<file path="src/rtl/core/per_sensor_min_max_mean_core_assert.svh">
// assertion macros for the per-sensor statistics core
// define ASSERT_OFF to compile them away
`ifndef PER_SENSOR_MIN_MAX_MEAN_CORE_ASSERT_SVH
`define PER_SENSOR_MIN_MAX_MEAN_CORE_ASSERT_SVH

`ifndef ASSERT_OFF

// property holds at every edge outside reset
`define PSMM_ASSERT(lbl, clk, rst_n, prop, msg) \
    lbl: assert property (@(posedge clk) disable iff (!rst_n) (prop)) \
        else $error(msg);

// condition in one cycle implies a result in the next
`define PSMM_ASSERT_NEXT(lbl, clk, rst_n, pre, post, msg) \
    lbl: assert property (@(posedge clk) disable iff (!rst_n) (pre) |=> (post)) \
        else $error(msg);

`else

`define PSMM_ASSERT(lbl, clk, rst_n, prop, msg)
`define PSMM_ASSERT_NEXT(lbl, clk, rst_n, pre, post, msg)

`endif

`endif

</file>
<file path="src/rtl/core/psmm_upd.sv">
`timescale 1ns / 1ps

// bit-serial sample update: saturating sum add, saturating count increment,
// and lsb-first compare of the reading against the stored extremes
module psmm_upd #(
    parameter int COUNT_BITS = 20,
    parameter int VALUE_BITS = 16
) (
    input  logic                             clk,
    input  logic                             rst_n,
    input  logic                             start,
    input  logic [COUNT_BITS-1:0]            count_in,
    input  logic [VALUE_BITS+COUNT_BITS-1:0] sum_in,
    input  logic [VALUE_BITS-1:0]            reading_in,
    input  logic [VALUE_BITS-1:0]            max_in,
    input  logic [VALUE_BITS-1:0]            min_in,
    output logic                             done,
    output logic [COUNT_BITS-1:0]            count_out,
    output logic [VALUE_BITS+COUNT_BITS-1:0] sum_out,
    output logic                             gt_max,
    output logic                             lt_min
);

    localparam int SUM_W = VALUE_BITS + COUNT_BITS;
    localparam int BC_W  = $clog2(SUM_W);

    logic [SUM_W-1:0]      sum_sh_reg, sum_sh_next;
    logic [SUM_W-1:0]      add_sh_reg, add_sh_next;
    logic                  carry_reg, carry_next;
    logic [COUNT_BITS-1:0] cnt_sh_reg, cnt_sh_next;
    logic                  ccarry_reg, ccarry_next;
    logic [VALUE_BITS-1:0] max_sh_reg, max_sh_next;
    logic [VALUE_BITS-1:0] min_sh_reg, min_sh_next;
    logic                  gt_reg, gt_next;
    logic                  lt_reg, lt_next;
    logic [BC_W-1:0]       bit_cnt_reg, bit_cnt_next;
    logic                  run_reg, run_next;
    logic                  done_reg, done_next;

    logic sbit;
    logic cbit;
    logic rbit;

    always_comb
    begin
        sum_sh_next  = sum_sh_reg;
        add_sh_next  = add_sh_reg;
        carry_next   = carry_reg;
        cnt_sh_next  = cnt_sh_reg;
        ccarry_next  = ccarry_reg;
        max_sh_next  = max_sh_reg;
        min_sh_next  = min_sh_reg;
        gt_next      = gt_reg;
        lt_next      = lt_reg;
        bit_cnt_next = bit_cnt_reg;
        run_next     = run_reg;
        done_next    = 1'b0;
        rbit         = add_sh_reg[0];
        sbit         = sum_sh_reg[0] ^ add_sh_reg[0] ^ carry_reg;
        cbit         = cnt_sh_reg[0] ^ ccarry_reg;
        if (start)
        begin
            sum_sh_next  = sum_in;
            add_sh_next  = SUM_W'(reading_in);
            carry_next   = 1'b0;
            cnt_sh_next  = count_in;
            ccarry_next  = 1'b1;
            max_sh_next  = max_in;
            min_sh_next  = min_in;
            gt_next      = 1'b0;
            lt_next      = 1'b0;
            bit_cnt_next = '0;
            run_next     = 1'b1;
        end
        else if (run_reg)
        begin
            // full adder, one bit per cycle
            sum_sh_next = {sbit, sum_sh_reg[SUM_W-1:1]};
            carry_next  = (sum_sh_reg[0] & add_sh_reg[0]) | (carry_reg & sum_sh_reg[0])
                        | (carry_reg & add_sh_reg[0]);
            add_sh_next = {1'b0, add_sh_reg[SUM_W-1:1]};
            // half adder increment while count bits remain
            if (bit_cnt_reg < BC_W'(COUNT_BITS))
            begin
                cnt_sh_next = {cbit, cnt_sh_reg[COUNT_BITS-1:1]};
                ccarry_next = cnt_sh_reg[0] & ccarry_reg;
            end
            // higher bits override the verdict of lower ones
            if (rbit != max_sh_reg[0])
            begin
                gt_next = rbit;
            end
            if (rbit != min_sh_reg[0])
            begin
                lt_next = min_sh_reg[0];
            end
            max_sh_next  = {1'b0, max_sh_reg[VALUE_BITS-1:1]};
            min_sh_next  = {1'b0, min_sh_reg[VALUE_BITS-1:1]};
            bit_cnt_next = bit_cnt_reg + 1'b1;
            if (bit_cnt_reg == BC_W'(SUM_W - 1))
            begin
                run_next  = 1'b0;
                done_next = 1'b1;
            end
        end
    end

    always_ff @(posedge clk or negedge rst_n)
    begin
        if (!rst_n)
        begin
            run_reg  <= 1'b0;
            done_reg <= 1'b0;
        end
        else
        begin
            run_reg  <= run_next;
            done_reg <= done_next;
        end
    end

    always_ff @(posedge clk)
    begin
        sum_sh_reg  <= sum_sh_next;
        add_sh_reg  <= add_sh_next;
        carry_reg   <= carry_next;
        cnt_sh_reg  <= cnt_sh_next;
        ccarry_reg  <= ccarry_next;
        max_sh_reg  <= max_sh_next;
        min_sh_reg  <= min_sh_next;
        gt_reg      <= gt_next;
        lt_reg      <= lt_next;
        bit_cnt_reg <= bit_cnt_next;
    end

    // carry out of the top bit means saturation
    assign done      = done_reg;
    assign sum_out   = carry_reg ? '1 : sum_sh_reg;
    assign count_out = ccarry_reg ? '1 : cnt_sh_reg;
    assign gt_max    = gt_reg;
    assign lt_min    = lt_reg;

endmodule

</file>
<file path="config.mk">
export PLATFORM = sky130hd
export DESIGN_NAME = psmm_upd
export DESIGN_NICKNAME = d
export VERILOG_FILES = /design/src/rtl/core/per_sensor_min_max_mean_core_assert.svh /design/src/rtl/core/psmm_upd.sv
export SDC_FILE = /design/constraint.sdc
export NUM_CORES = 1
export LEC_CHECK = 0
export BUFFER_PORTS_ARGS = -buffer_cell sky130_fd_sc_hd__buf_4
export CORE_ASPECT_RATIO = 0.75
export CORE_MARGIN = 1
export CORE_UTILIZATION = 55
export DETAILED_ROUTE_END_ITERATION = 10
export PLACE_DENSITY = 0.92
export SYNTH_ARGS = -nofsm -noshare
export SYNTH_HDL_FRONTEND = slang
export SYNTH_SLANG_ARGS = --single-unit
</file>
<file path="constraint.sdc">
create_clock -name clk -period 6.15 [get_ports clk]
set_input_delay 0.9225 -clock clk [delete_from_list [all_inputs] [get_ports clk]]
set_output_delay 0.9225 -clock clk [all_outputs]
set_load 0.05 [all_outputs]
</file>
==> results of run 1 <==
==> power by group through the flow <==
stage                     sequential (mW)  clock (mW)  combinational [mW]
after floorplan                     0.987           0               0.297
after global placement              0.998           0               0.425
after detailed placement             1.00           0               0.434
after CTS                           0.990       0.871               0.437
after global routing                 1.00       0.902               0.455
final                               0.990       0.857               0.435
==> worst paths after layout <==
path | slack, ns | cells past startpoint | from | endpoint
worst max-delay path | 3.36 | 2 | carry_reg | sum_out[30]
worst min register to register | 0.52 | 1 | add_sh_reg[15] | add_sh_reg[14]
min in group clk | 0.52 | 1 | add_sh_reg[15] | add_sh_reg[14]
worst max register to register | 3.85 | 3 | run_reg | add_sh_reg[13]
worst min-delay path | 0.30 | 1 | rst_n | done
max in group asynchronous | 5.77 | 1 | rst_n | run_reg
==> cell type report <==
| class | instances | share of cell area, % |
|---|---|---|
| clock buffer | 26 | 6.87 |
| inverter | 4 | 0.229 |
| timing repair buffer | 167 | 17.6 |
| multi-input combinational | 203 | 25.2 |
| sequential | 116 | 47.4 |
| clock inverter | 6 | 0.422 |
| tap | 128 | 2.25 |
==> routing by layer <==
layer | routed length (µm) | global-route usage, % | vias to the layer above | share of wire, %
met5 | 0 | 0 | - | 0
met4 | 274 | 11.7 | 0 | 2.5
met3 | 637 | 8.07 | 24 | 5.7
met2 | 5470 | 36.3 | 114 | 49
met1 | 4770 | 29.0 | 1618 | 43
li1 | - | - | 1584 | -
==> cells by family (layout without fill, tap and decap cells) <==
| group | after synthesis | in the layout | share of synthesized area, % |
|---|---|---|---|
| flops | 116 | 116 | 63.8 |
| mux | 104 | 104 | 22.1 |
| simple gates | 84 | 84 | 9.39 |
| buf+inv | 23 | 203 | 2.32 |
| compound gates | 7 | 7 | 0.733 |
| fa+ha+maj | 4 | 4 | 1.09 |
| xor+xnor | 4 | 4 | 0.662 |
==> per-stage QoR <==
step	utilization (%)	instance area [µm²]	setup WS [ns]
after floorplan	-	5290	2.67
after global placement	71.8	6600	3.21
after detailed placement	71.8	6600	3.18
after CTS	77.4	7120	3.31
after global routing	77.4	7120	3.21
final	77.4	7120	3.36
==> worst reg2reg max path, stage by stage (launching register included) <==
cell and delay, ns:
dfrtp_1 0.65, nor2_1 0.15, clkinv_2 0.52, buf_4 0.60
==> cell usage in the layout (no fill, tap or decap), drive strengths merged, types with 4 or more instances in the layout <==
master,instances
nor2,10
buf,167
clkbuf,26
edfxtp,104
nand2,6
and2,4
o21ai,4
mux2,101
or2,55
dfxtp,10
clkinv,7
==> reports/results.ini, run 1 <==
[route]
drtAntennaViolNets=0
detail_route.first_pass.iterations=6
wl_per_cell_um=17.2
drc=0
drt-initial-drc-count=215
postRouteWirelength_mm=11.2
vias_per_cell=5.14
num_vias=3340

[die]
start_util_pct=57.5
die_h_um=86.9
die_w_um=115
fp.coreArea_um2=9200
die_area_um2=10000
fp-row-count=30
io_pins=166

[clock_network]
cts_resized=0
cts_tree=yes
cts.path.max_buffers=2
clkSinkCount=116
cts_max_level=4
path_clk_slew_ns=0.05
clk_latency_ns=0.40
cts_root_buf=clkbuf_16
cts_setup_buffers=0
ctsHoldBuffers=0
cts_buffers=17

[power_and_ir_drop]
power_mw=2.28
ir_drop_uv=223
clkPwrFrac_pct=37.6
pwr-share-seq_pct=43.4
power.density_nw_per_um2=321
p_leak_nw=2.99
swShare_pct=26.4
p_comb_share_pct=19.1
p_int_mw=1.68
switchingPower_mw=0.603

[layout]
drive_above_1_share_pct=63.6
n_antenna_cell=0
finalNonFillerCells=650
fin_nets=620
areaGrowthSynthToFinish_pct=34.5
fillers=535
largest_register_ffs=36
multi_input_area_um2=1800
seq_area_um2=3370

[setup_path]
slowest_stage=dfxtp_1
cp_data_required_time_ns=5.23
crit_family=flip-flops
cp_cell_sequence=or2_2, buf_4
crit_path_max_incr_delay_ns=0.99
cp_num_buf_inv=1
arrival_ns=1.87
cp-start-kind=register
worstSetupPathType=reg2out
crit_fanout=38
end_kind=output pin

[timing]
drv_slew=0
fin_skew_ns=0.00870
tightestPinTransition_ns=1.02
rsz0062_at_grt=false
whs_ns=0.296
slew_headroom_pct=31.8
hold_viol=0
setup_viol_count_final=0
setup_tns_ns=0
fin_crit_sh_pct=45.3
min_period_ns=2.79
max_freq_ghz=0.359

[place]
dp_hpwl_mm=7.47
port_buffers=165
placed_cells=618
gp_congestion=0.731

[synthesis]
yosys-top-cells-count=edfxtp_1 (104), mux2_2 (81), or2_2 (55), mux2_1 (20), buf_2 (11)
ys_ff_latch=116
netlist_instances=342
async_flop_share_pct=1.72
synth.yosys.warnings=0
yosys.area.top_type=edfxtp_1
yosysTopAreaCellShare_pct=59.0
synth_edf_count=104
yosysMostFrequentCell=edfxtp_1
synth.avg_cell_area_um2=15.5
syn-num-nets=453
synth-seq-area-share_pct=63.8
syn_area_um2=5290
synth_ff_type=edfxtp_1
synth_cell_types=29
synth.area.top_cells=edfxtp_1 (59%), mux2_2 (17%), or2_2 (6.5%), mux2_1 (4.3%), dfxtp_1 (3.8%)

[run_status]
outcome=complete, no violations

[global_route]
grt_pass1_wl_mm=17.0
antenna_found_initial=0
grt_pass1_vias=3405
overflow=0
grt_max_degree=80
grt_usage_pct=23.2

[run]
maxCapViolations=0

[hold_path]
hp-class=in2async

Power figures use the tool's default switching activity.
==> inputs of run 2 (changes only) <==
--- a/config.mk
+++ b/config.mk
@@ -8,9 +8,9 @@
 export BUFFER_PORTS_ARGS = -buffer_cell sky130_fd_sc_hd__buf_4
 export CORE_ASPECT_RATIO = 0.75
 export CORE_MARGIN = 1
-export CORE_UTILIZATION = 55
+export CORE_UTILIZATION = 51
 export DETAILED_ROUTE_END_ITERATION = 10
-export PLACE_DENSITY = 0.92
+export PLACE_DENSITY = 0.87
 export SYNTH_ARGS = -nofsm -noshare
 export SYNTH_HDL_FRONTEND = slang
 export SYNTH_SLANG_ARGS = --single-unit
==> constraint.sdc (replaced) <==
create_clock -name clk -period 2.7 [get_ports clk]
set_input_delay 0.405 -clock clk [delete_from_list [all_inputs] [get_ports clk]]
set_output_delay 0.405 -clock clk [all_outputs]
set_load 0.05 [all_outputs]
==> reports/results.ini, run 2 (synthesis results as in run 1) <==
[route]
drc=0  ; unchanged
detail_route.first_pass.iterations=5  ; -1
wl_met2_mm=5.40  ; -1.4%
num_vias=3336  ; -0.12%
vias_per_cell=5.09  ; -1.0%
drt-initial-drc-count=187  ; -13%
highest_layer=met4
postRouteWirelength_mm=10.7  ; -3.7%
wl_met1_mm=4.61  ; -3.3%
dr_wl_met3_um=597  ; -6.3%
drtAntennaViolNets=0  ; unchanged
wl_per_cell_um=16.4  ; -4.6%

[global_route]
grt_pass1_vias=3353  ; -1.5%
grt_pass1_wl_mm=17.0  ; about the same
grt_max_degree=118  ; +48%
overflow=0  ; unchanged
grt_usage_pct=20.9  ; -2.3 points
antenna_found_initial=0  ; unchanged

[hold_path]
min_from=max_in[15]
hp-class=in2reg
whs_endpoint=max_sh_reg[15]
holdPathStages=2

[layout]
final_cell_mix=buf_4 (169), edfxtp_1 (104), mux2_2 (81)
largest_register_ffs=36  ; unchanged
drive_above_1_share_pct=63.4  ; -0.24 points
n_antenna_cell=0  ; unchanged
fin_nets=624  ; +0.65%
final_common_cell=buf_4
finalNonFillerCells=656  ; +0.92%
areaGrowthSynthToFinish_pct=35.8

[timing]
setup_tns_ns=0  ; unchanged
slew_headroom_pct=49.6  ; +18 points
drv_slew=0  ; unchanged
setup_viol_count_final=0  ; unchanged
min_period_ns=2.04
fin_skew_ns=0.00605  ; -0.00265 ns
rsz0062_at_grt=false
hold_viol=0  ; unchanged
max_freq_ghz=0.489
fin_crit_sh_pct=75.7
tightestPinTransition_ns=0.757  ; -0.265 ns

[power_and_ir_drop]
power.density_nw_per_um2=735  ; +130%
power_mw=5.28  ; +130%
ir_drop_uv=576  ; +160%
p_leak_nw=3.01  ; +0.74%

[setup_path]
r2r-start=run_reg
cp-start-kind=register
crit_fanout=22  ; -42%
cp_data_required_time_ns=2.30  ; -2.93 ns
crit_path_max_incr_delay_ns=0.67  ; -0.32 ns
arrival_ns=1.64  ; -0.23 ns
worstSetupPathType=reg2out
cp_num_buf_inv=3  ; +2
slowest_stage=dfxtp_1
rr_endpoint=sum_sh_reg[21]
crit_path_frequent_cell=inv_1
reg2regPathDepth=3  ; unchanged
reg2reg_slack_ns=0.80  ; -3.05 ns
end_kind=output pin
cp_cell_sequence=inv_1, ha_1, inv_1, buf_4
crit_family=flip-flops

[die]
die_h_um=90.2  ; +3.8%
start_util_pct=53.7  ; -3.8 points
die_w_um=120  ; +3.8%
fp.coreArea_um2=9850  ; +7.1%
die_area_um2=10800  ; +7.7%
fp-row-count=31  ; +3.3%
io_pins=166  ; unchanged

[place]
placed_cells=625  ; +1.1%
port_buffers=165  ; unchanged
gp_congestion=0.760  ; +3.9%
dp_hpwl_mm=7.30  ; -2.3%

[clock_network]
cts_buffers=17  ; unchanged
path_clk_slew_ns=0.05  ; about the same
clk_latency_ns=0.40  ; about the same
cts_max_level=4  ; unchanged
cts_tree=yes
cts.path.max_buffers=2  ; unchanged
ctsHoldBuffers=1  ; +1
cts_setup_buffers=0  ; unchanged
cts_root_buf=clkbuf_16
clkSinkCount=116  ; unchanged
cts_resized=0  ; unchanged

[run]
maxCapViolations=0  ; unchanged

[run_status]
outcome=complete, no violations

run 2: cell types whose count changed in the layout (fill, tap and decap cells not counted), sizes merged:
cell         change
buf              +3
clkbuf           -3
bufinv           +2
clkinv           -2
clkinvlp         +1
dlygate4sd3      +1
run 2: layout make-up:
cell class                      instances  area [µm²]
Multi-Input combinational cell        203        1800
Sequential cell                       116        3370
Fill cell                             658        2670
Clock inverter                          7        83.8
Tap cell                              132         165
Timing Repair Buffer                  171        1300
Clock buffer                           23         448
Inverter                                4        18.8
run 2: through the flow:
| step | area [µm²] | hold WS [ns] | setup slack (ns) | util [%] |
|---|---|---|---|---|
| after floorplan | 5300 | 0.109 | 0.0277 | - |
| after global placement | 6640 | 0.198 | 0.891 | 67.4 |
| after detailed placement | 6640 | 0.196 | 0.826 | 67.4 |
| after CTS | 7180 | 0.272 | 0.615 | 72.9 |
| after global routing | 7180 | 0.275 | 0.467 | 72.9 |
| final | 7180 | 0.289 | 0.655 | 72.9 |
run 2: metal layers:
| layer | global-route usage (%) | vias up |
|---|---|---|
| met5 | 0 | - |
| met4 | 7.08 | 0 |
| met3 | 7.74 | 13 |
| met2 | 33.5 | 109 |
| met1 | 26.1 | 1621 |
| li1 | - | 1593 |
run 2: power breakdown:
| part | leakage (nW) | switching (mW) | internal [mW] | total, mW |
|---|---|---|---|---|
| logic | 1.54 | 0.561 | 0.435 | 0.995 |
| registers | 1.21 | 0.0826 | 2.16 | 2.24 |
| clock network | 0.262 | 0.708 | 1.33 | 2.04 |
| total | 3.01 | 1.35 | 3.93 | 5.28 |
run 2: worst max-delay path by stage:
stage / start / end / slack (ns) / depth (start not counted)
final: ccarry_reg / count_out[0] / 0.66 / 4
after global routing: ccarry_reg / count_out[0] / 0.47 / 4
after CTS: ccarry_reg / count_out[0] / 0.62 / 4
after floorplan: start / add_sh_reg[0] / 0.03 / 5
after detailed placement: run_reg / sum_sh_reg[23] / 0.83 / 3
after global placement: run_reg / min_sh_reg[12] / 0.89 / 3
