[src/rtl/core/per_sensor_min_max_mean_core_assert.svh]
// assertion macros for the per-sensor statistics core
// define ASSERT_OFF to compile them away
`ifndef PER_SENSOR_MIN_MAX_MEAN_CORE_ASSERT_SVH
`define PER_SENSOR_MIN_MAX_MEAN_CORE_ASSERT_SVH

`ifndef ASSERT_OFF

// property holds at every edge outside reset
`define PSMM_ASSERT(lbl, clk, rst_n, prop, msg) \
    lbl: assert property (@(posedge clk) disable iff (!rst_n) (prop)) \
        else $error(msg);

// condition in one cycle implies a result in the next
`define PSMM_ASSERT_NEXT(lbl, clk, rst_n, pre, post, msg) \
    lbl: assert property (@(posedge clk) disable iff (!rst_n) (pre) |=> (post)) \
        else $error(msg);

`else

`define PSMM_ASSERT(lbl, clk, rst_n, prop, msg)
`define PSMM_ASSERT_NEXT(lbl, clk, rst_n, pre, post, msg)

`endif

`endif

[src/rtl/core/psmm_div.sv]
`timescale 1ns / 1ps

// restoring divider, one quotient bit per cycle, msb first
module psmm_div #(
    parameter int DIVIDEND_W = 36,
    parameter int DIVISOR_W  = 20
) (
    input  logic                  clk,
    input  logic                  rst_n,
    input  logic                  start,
    input  logic [DIVIDEND_W-1:0] dividend,
    input  logic [DIVISOR_W-1:0]  divisor,
    output logic                  done,
    output logic [DIVIDEND_W-1:0] quotient
);

    localparam int BC_W = $clog2(DIVIDEND_W);

    logic [DIVIDEND_W-1:0] quo_reg, quo_next;
    logic [DIVISOR_W-1:0]  rem_reg, rem_next;
    logic [DIVISOR_W-1:0]  dvs_reg, dvs_next;
    logic [BC_W-1:0]       bit_cnt_reg, bit_cnt_next;
    logic                  run_reg, run_next;
    logic                  done_reg, done_next;

    logic [DIVISOR_W:0] trial;
    logic [DIVISOR_W:0] diff;
    logic               fits;

    always_comb
    begin
        quo_next     = quo_reg;
        rem_next     = rem_reg;
        dvs_next     = dvs_reg;
        bit_cnt_next = bit_cnt_reg;
        run_next     = run_reg;
        done_next    = 1'b0;
        trial        = {rem_reg, quo_reg[DIVIDEND_W-1]};
        diff         = trial - {1'b0, dvs_reg};
        fits         = (trial >= {1'b0, dvs_reg});
        if (start)
        begin
            quo_next     = dividend;
            rem_next     = '0;
            dvs_next     = divisor;
            bit_cnt_next = '0;
            run_next     = 1'b1;
        end
        else if (run_reg)
        begin
            // partial remainder stays below the divisor
            rem_next     = fits ? diff[DIVISOR_W-1:0] : trial[DIVISOR_W-1:0];
            quo_next     = {quo_reg[DIVIDEND_W-2:0], fits};
            bit_cnt_next = bit_cnt_reg + 1'b1;
            if (bit_cnt_reg == BC_W'(DIVIDEND_W - 1))
            begin
                run_next  = 1'b0;
                done_next = 1'b1;
            end
        end
    end

    always_ff @(posedge clk or negedge rst_n)
    begin
        if (!rst_n)
        begin
            run_reg  <= 1'b0;
            done_reg <= 1'b0;
        end
        else
        begin
            run_reg  <= run_next;
            done_reg <= done_next;
        end
    end

    always_ff @(posedge clk)
    begin
        quo_reg     <= quo_next;
        rem_reg     <= rem_next;
        dvs_reg     <= dvs_next;
        bit_cnt_reg <= bit_cnt_next;
    end

    assign done     = done_reg;
    assign quotient = quo_reg;

endmodule

[config.mk]
export PLATFORM = sky130hd
export DESIGN_NAME = psmm_div
export DESIGN_NICKNAME = d
export VERILOG_FILES = /design/src/rtl/core/per_sensor_min_max_mean_core_assert.svh /design/src/rtl/core/psmm_div.sv
export SDC_FILE = /design/constraint.sdc
export NUM_CORES = 1
export LEC_CHECK = 0
export BUFFER_PORTS_ARGS = -buffer_cell sky130_fd_sc_hd__buf_4
export CAP_MARGIN = 15
export CORE_MARGIN = 10
export CORE_UTILIZATION = 46
export CTS_CLUSTER_SIZE = 24
export DETAILED_ROUTE_END_ITERATION = 10
export PLACE_DENSITY = 0.72
export SYNTH_ARGS = -nofsm -noshare
export SYNTH_HDL_FRONTEND = slang
export SYNTH_SLANG_ARGS = --single-unit
export TNS_END_PERCENT = 1
[constraint.sdc]
create_clock -name clk -period 2.27 [get_ports clk]
set_input_delay 0.3405 -clock clk [delete_from_list [all_inputs] [get_ports clk]]
set_output_delay 0.3405 -clock clk [all_outputs]
set_load 0.05 [all_outputs]
==> results of run 1 <==
-- what timing repair did --
| action | CTS | global route |
|---|---|---|
| resized for setup | 8 | 15 |
| endpoints found under the hold margin | 2 | 0 |
| cloned | 1 | 0 |
| setup endpoints to repair | 21 | 21 |
| hold buffers | 1 | 0 |
| setup buffers | 1 | 0 |
| pin swaps | 16 | 7 |
-- per-layer routing --
layer | part of all wire | global-route usage | vias to the layer above
met5 | 0 | 0 | -
met4 | 0.013 | 0.0505 | 0
met3 | 0.10 | 0.0858 | 15
met2 | 0.48 | 0.270 | 131
met1 | 0.40 | 0.189 | 1807
li1 | - | - | 1843
-- cell usage after synthesis (2+ instances only) --
master	count	area share
edfxtp_1	56	0.37
mux2_2	36	0.088
nor2_1	33	0.027
inv_1	29	0.024
dfxtp_1	26	0.11
nand2_1	23	0.019
ha_1	21	0.057
o21ai_0	15	0.016
a211oi_1	13	0.021
xnor2_1	13	0.025
nand3_1	12	0.013
mux2i_1	11	0.024
clkbuf_1	10	0.0082
a21oi_1	8	0.0087
nor3_1	8	0.0087
a21o_1	7	0.011
buf_2	7	0.0076
and3_1	4	0.0054
nand4_1	4	0.0054
nor4b_1	4	0.0076
o21a_1	4	0.0065
xor2_1	4	0.0076
nand2b_1	3	0.0041
o211a_1	3	0.0065
o211ai_1	3	0.0049
o21bai_1	3	0.0049
or3_1	3	0.0041
a2111oi_0	2	0.0038
a21boi_0	2	0.0033
a221oi_1	2	0.0038
a31oi_1	2	0.0027
buf_1	2	0.0016
dfrtp_1	2	0.011
nand3b_1	2	0.0033
nor2b_1	2	0.0027
nor3b_1	2	0.0033
nor4_1	2	0.0027
o311a_1	2	0.0043
o311ai_1	2	0.0038
o31ai_1	2	0.0033
o41ai_1	2	0.0038
-- kinds of logic (layout without fill, tap and decap cells) --
| kind of cell | after synthesis | count (layout) | synth area share |
|---|---|---|---|
| adder cells (fa/ha/maj) | 22 | 22 | 0.0614 |
| AND/OR/NAND/NOR | 108 | 108 | 0.120 |
| flip-flops | 84 | 84 | 0.489 |
| multiplexers | 47 | 47 | 0.112 |
| XOR/XNOR | 17 | 17 | 0.0323 |
| AO/OA/AOI/OAI | 83 | 84 | 0.142 |
| buffers and inverters | 49 | 212 | 0.0435 |
-- where the power goes --
| part | internal (mW) | switching (mW) | leakage [nW] | total [mW] |
|---|---|---|---|---|
| combinational | 1.72 | 1.75 | 1.83 | 3.47 |
| sequential | 1.90 | 0.163 | 0.814 | 2.06 |
| clock | 0.541 | 0.560 | 0.0959 | 1.10 |
-- metrics by stage --
stage	TNS, ns	hold slack, ns
floorplan	-1.86	0.0449
global placement	-1.99	0.123
detailed placement	-2.81	0.123
CTS	-1.72	0.121
global route	-3.75	0.120
finish	-1.69	0.144
-- area by class of cell --
| type | count | area [sq um] | share of cell area |
|---|---|---|---|
| tap | 133 | 166 | 0.0264 |
| clock buffer | 11 | 141 | 0.0225 |
| sequential | 84 | 2250 | 0.358 |
| timing repair buffer | 167 | 1290 | 0.205 |
| clock inverter | 5 | 58.8 | 0.00934 |
| multi-input combinational | 278 | 2280 | 0.362 |
| inverter | 29 | 109 | 0.0173 |
-- how the worst max path moves through the flow --
stage	endpoint	slack, ns
6_report	rem_reg[2]	-0.16
5_1_grt	rem_reg[2]	-0.28
4_1_cts	rem_reg[18]	-0.11
3_5_place_dp	rem_reg[10]	-0.19
3_3_place_gp	rem_reg[18]	-0.14
2_1_floorplan	quotient[0]	-0.23
==> summary.md, run 1 <==
| Metric | Value |
|---|---|
| H-Tree Depth | `3` |
| Core Box Area | `just under 0.01 sq mm` |
| Diode count | `0` |
| Peak VDD IR | `~600 uV` |
| Post-Syn Instances | `slightly above 400` |
| Max FO, Critical Path | `7` |
| Max Root-Sink Buffers | `2` |
| Final worst-path cycle share | `1.07` |
| Critical path endpoint category | `register` |
| Initial core utilization | `0.471` |
| Crit-path leading delay family | `compound AO/OA/AOI/OAI gates` |
| DP HPWL | `slightly below 9000 um` |
| Placed Instance Area | `between 0.005 and 0.006 sq mm` |
| IO Count | `between 90 and 100` |
| Fin area | `~0.0063 sq mm` |
| Worst r2r dst | `rem_reg[2]` |
| R2R Setup Slk | `-0.16 ns` |
| GRT Total Usage | `0.167` |
| Tot Pwr | `between 6 and 7 mW` |
| Routed WL | `around 12000 um` |
| Synth cell types | `60` |
| CTS tree | `built` |
| Area grow syn2layout | `36.7%` |
| Post-synth EDFFs | `56` |
| Layout Nets | `between 600 and 700` |
| Leakage Power | `2.74 nW` |
| Setup ws final | `-0.164 ns` |
| Initial antenna violation count | `0` |
| Synth Register Bits | `between 80 and 90` |
| Avg Inst Size Synth | `between 10 and 15 sq um` |
| Grt ovf | `0` |
| Tmin final | `2.43 ns` |
| Most common cell after layout, fill and taps aside | `buf_4` |
| First-pass GRT wire length | `19700 um` |
| Worst skew pair latency | `between 0.3 and 0.4 ns` |
| Mean routed wirelength per cell | `16.9 um` |
| Clock sink count | `84` |
| End of the worst hold path | `dvs_reg[19]` |
| Max-slew violations | `0` |
| Fin cells | `707` |
| Worst-margin pin slew | `approximately 0.47 ns` |
| Setup violations, final | `20` |
| Die Width | `120 um` |
| Startpoint class of the critical path | `register` |
| Ys Warns | `0` |
| CTS clk-pin slew, worst paths | `0.09 ns` |
| Final Hold Viols | `0` |
| Outcome | `finished, violations left` |
| Routed via count | `approximately 3.8k` |
| Worst path cell trace | `inv_2 > ha_4 > a21o_1 > or3_4 > a2bb2oi_4 > o22ai_4 > o21ai_4 > buf_12 > mux2i_2 > a211oi_2` |
| GPL Wtd Cong | `between 0.9 and 1` |
| CP arrival | `2.72 ns` |
| Root Buffer | `clkbuf_8` |
| Post-synth ARST share | `0.0238` |
| First-pass iteration count of the detailed router | `5` |
| Rows | `36` |
| DRT iter0 DRCs | `between 200 and 300` |
| PortBufs | `95` |
| Most frequent cells in the layout | `162 x buf_4, 56 x edfxtp_1, 36 x mux2_2, 33 x nor2_1, 27 x inv_1` |
| Worst hold path class | `primary input to register` |
| Vias in the first global route | `~4.0k` |
| Finished Core Util | `0.644` |
| CTS buffer count | `9` |
| Max-Cap Viols | `0` |
| Power per cell area | `~1100 mW/mm^2` |
| Layout fillers | `790` |
| Die area | `0.0144 sq mm` |
| Post-DR vias/cell | `~5.4` |
| Max FFs per register | `36` |
| Reg2Reg Depth | `10` |
| Failing checks | `setup timing` |
| HP Start | `divisor[19]` |
| Placed Cells | `~690` |
| Worst Path Required | `2.55 ns` |
| Post-DRT Antenna Nets | `0` |
| Synth Cell Area | `approximately 0.0046 sq mm` |
| Ys flop type | `edfxtp_1` |
| Slew headroom | `0.686` |
| RSZ-0062 raised after global routing | `true` |
| CP max-delay cell | `edfxtp_1` |
| Final Skew | `roughly 0.0074 ns` |
| Fmax achieved | `411 MHz` |
| Post-Syn Nets | `roughly 500` |
| Seq/Total Area, Yosys | `0.489` |
| Fraction of layout cells with a size suffix above 1 | `0.432` |
| Cell count along the critical path | `10` |
| CP Buf/Inv Count | `2` |
| Origin of the worst setup path | `dvs_reg[4]` |
| Worst r2r src | `dvs_reg[4]` |
| Setup CP Type | `register to register` |
| Pin count of the biggest net entering global routing | `40` |
| Worst path max stage delay | `about 0.40 ns` |
| Drt drc | `0` |
| Post-Place Setup Slack | `-0.194 ns` |
| Worst Hold Path Cells | `1` |
| Die Height | `~120 um` |
No activity file was read; power rests on OpenSTA's default activity.
==> run 2, diff against run 1 <==
--- a/config.mk
+++ b/config.mk
@@ -7,11 +7,13 @@
 export LEC_CHECK = 0
 export BUFFER_PORTS_ARGS = -buffer_cell sky130_fd_sc_hd__buf_4
 export CAP_MARGIN = 15
+export CELL_PAD_IN_SITES_DETAIL_PLACEMENT = 1
+export CELL_PAD_IN_SITES_GLOBAL_PLACEMENT = 2
 export CORE_MARGIN = 10
-export CORE_UTILIZATION = 46
+export CORE_UTILIZATION = 32
 export CTS_CLUSTER_SIZE = 24
 export DETAILED_ROUTE_END_ITERATION = 10
-export PLACE_DENSITY = 0.72
+export PLACE_DENSITY_LB_ADDON = 0.1
 export SYNTH_ARGS = -nofsm -noshare
 export SYNTH_HDL_FRONTEND = slang
 export SYNTH_SLANG_ARGS = --single-unit
==> summary.md, run 2 (same netlist as run 1, synthesis figures left out) <==
| Metric | Value |
|---|---|
| Power per cell area | `around 1100 mW/mm^2` |
| Critical path endpoint category | `register` |
| Layout fillers | `around 1.5k` |
| Leakage Power | `2.85 nW` |
| Initial antenna violation count | `0` |
| Worst Setup EP | `quotient[0]` |
| Routed via count | `about 3.8k` |
| Placed Cells | `740` |
| CTS buffer count | `9` |
| First-pass GRT wire length | `approximately 22000 um` |
| Max FFs per register | `36` |
| Fraction of layout cells with a size suffix above 1 | `0.458` |
| Grt ovf | `0` |
| Origin of the worst setup path | `dvs_reg[12]` |
| Failing checks | `setup timing` |
| Slew headroom | `0.619` |
| Root Buffer | `clkbuf_16` |
| IO Count | `96` |
| Final worst-path cycle share | `1.07` |
| Worst r2r src | `dvs_reg[12]` |
| Worst hold path class | `primary input to register` |
| Worst skew pair latency | `approximately 0.35 ns` |
| Worst r2r dst | `quotient[0]` |
| Setup CP Type | `register to register` |
| Initial core utilization | `0.329` |
| Pin count of the biggest net entering global routing | `50` |
| Setup ws final | `-0.155 ns` |
| GRT Total Usage | `0.141` |
| CP arrival | `approximately 2.5 ns` |
| Clock sink count | `84` |
| PortBufs | `95` |
| Die Height | `~140 um` |
| Die Width | `roughly 140 um` |
| Fin cells | `759` |
| Finished Core Util | `0.476` |
| Post-DR vias/cell | `between 5 and 6` |
| Startpoint class of the critical path | `register` |
| Reg2Reg Depth | `9` |
| Post-DRT Antenna Nets | `0` |
| Routed WL | `13700 um` |
| DRT iter0 DRCs | `~150` |
| Tot Pwr | `around 7.4 mW` |
| Placed Instance Area | `about 0.0061 sq mm` |
| Most common cell after layout, fill and taps aside | `buf_4` |
| Die area | `around 0.02 sq mm` |
| Fmax achieved | `between 400 and 500 MHz` |
| Layout Nets | `655` |
| Fin area | `0.00665 sq mm` |
| RSZ-0062 raised after global routing | `true` |
| Final Skew | `approximately 0.0051 ns` |
| H-Tree Depth | `3` |
| Mean routed wirelength per cell | `~18 um` |
| Worst-margin pin slew | `about 0.57 ns` |
| Drt drc | `0` |
| Diode count | `0` |
| Area grow syn2layout | `44.5%` |
| Max Root-Sink Buffers | `2` |
| Max-Cap Viols | `0` |
| Vias in the first global route | `~4.2k` |
| CTS tree | `built` |
| Max-slew violations | `0` |
| Worst Path Required | `between 2 and 2.5 ns` |
| Final Hold Viols | `0` |
| Peak VDD IR | `around 440 uV` |
| CTS clk-pin slew, worst paths | `0.06 ns` |
| R2R Setup Slk | `-0.16 ns` |
| GPL Wtd Cong | `~0.81` |
| Max FO, Critical Path | `10` |
| Core Box Area | `about 0.014 sq mm` |
| Most frequent cells in the layout | `167 x buf_4, 56 x edfxtp_1, 36 x mux2_2, 33 x nor2_1, 27 x inv_1` |
| First-pass iteration count of the detailed router | `4` |
| Rows | `43` |
| Outcome | `finished, violations left` |
| Setup violations, final | `20` |
| DP HPWL | `roughly 10000 um` |
| Tmin final | `2.43 ns` |
==> run 2: changes by cell type in the layout (fill, tap and decap cells not counted), moves of 3 or more <==
cell	delta
buf_4	+5
nand3_2	+3
a211oi_1	-3
clkbuf_16	+9
o21ai_1	+3
clkbuf_8	-10
a211oi_2	+3
o21ai_0	-3
nand3_1	-3
==> run 2: what timing repair did <==
item / 4_1_cts / 5_1_grt
buffers inserted: 2 / 0
gates cloned: 0 / 0
endpoints found under the setup margin: 21 / 21
hold buffers: 1 / 0
gates resized for setup: 20 / 28
endpoints found under the hold margin: 2 / 0
pin swaps: 11 / 12
==> run 2: final cells by class <==
cell class / instances / area, sq um / area share
clock inverter: 5 / 76.3 / 0.0115
sequential: 84 / 2250 / 0.338
inverter: 29 / 109 / 0.0164
multi-input combinational: 277 / 2410 / 0.363
tap: 180 / 225 / 0.0338
clock buffer: 11 / 233 / 0.0350
timing repair buffer: 173 / 1350 / 0.202
==> run 2: metrics by stage <==
| stage | setup TNS, ns | hold slack, ns | worst slack (ns) |
|---|---|---|---|
| 3_5_place_dp | -4.68 | 0.125 | -0.628 |
| 2_1_floorplan | -1.86 | 0.0449 | -0.227 |
| 5_1_grt | -4.44 | 0.156 | -0.284 |
| 6_report | -1.55 | 0.168 | -0.155 |
| 4_1_cts | -2.33 | 0.153 | -0.187 |
| 3_3_place_gp | -3.86 | 0.124 | -0.530 |
==> run 2: how the worst min path moves through the flow <==
stage	start	end	slack [ns]	cells past startpoint
6_report	divisor[9]	dvs_reg[9]	0.17	1
5_1_grt	divisor[7]	dvs_reg[7]	0.16	1
4_1_cts	divisor[17]	dvs_reg[17]	0.15	1
3_5_place_dp	rst_n	done	0.12	1
3_3_place_gp	rst_n	done	0.12	1
2_1_floorplan	rst_n	done	0.04	0
==> run 2: worst max-delay path: stages, from the launching register on <==
cell	delay (ns)
edfxtp_1	0.37
inv_1	0.09
ha_4	0.21
a21o_1	0.18
o21bai_1	0.18
or3_4	0.35
o22ai_4	0.24
o21ai_4	0.11
buf_12	0.16
mux2_2	0.26
==> run 2: report_power, final <==
group	internal, mW	total (mW)	switching (mW)
Sequential	1.90	2.08	0.179
Combinational	1.87	3.76	1.89
Clock	0.959	1.56	0.604
==> run 2: routing by layer <==
| metal | routed length (um) | GRT usage |
|---|---|---|
| met1 | 5670 | 0.157 |
| met2 | 6580 | 0.230 |
| met3 | 1120 | 0.0588 |
| met4 | 314 | 0.0641 |
| met5 | 0 | 0 |
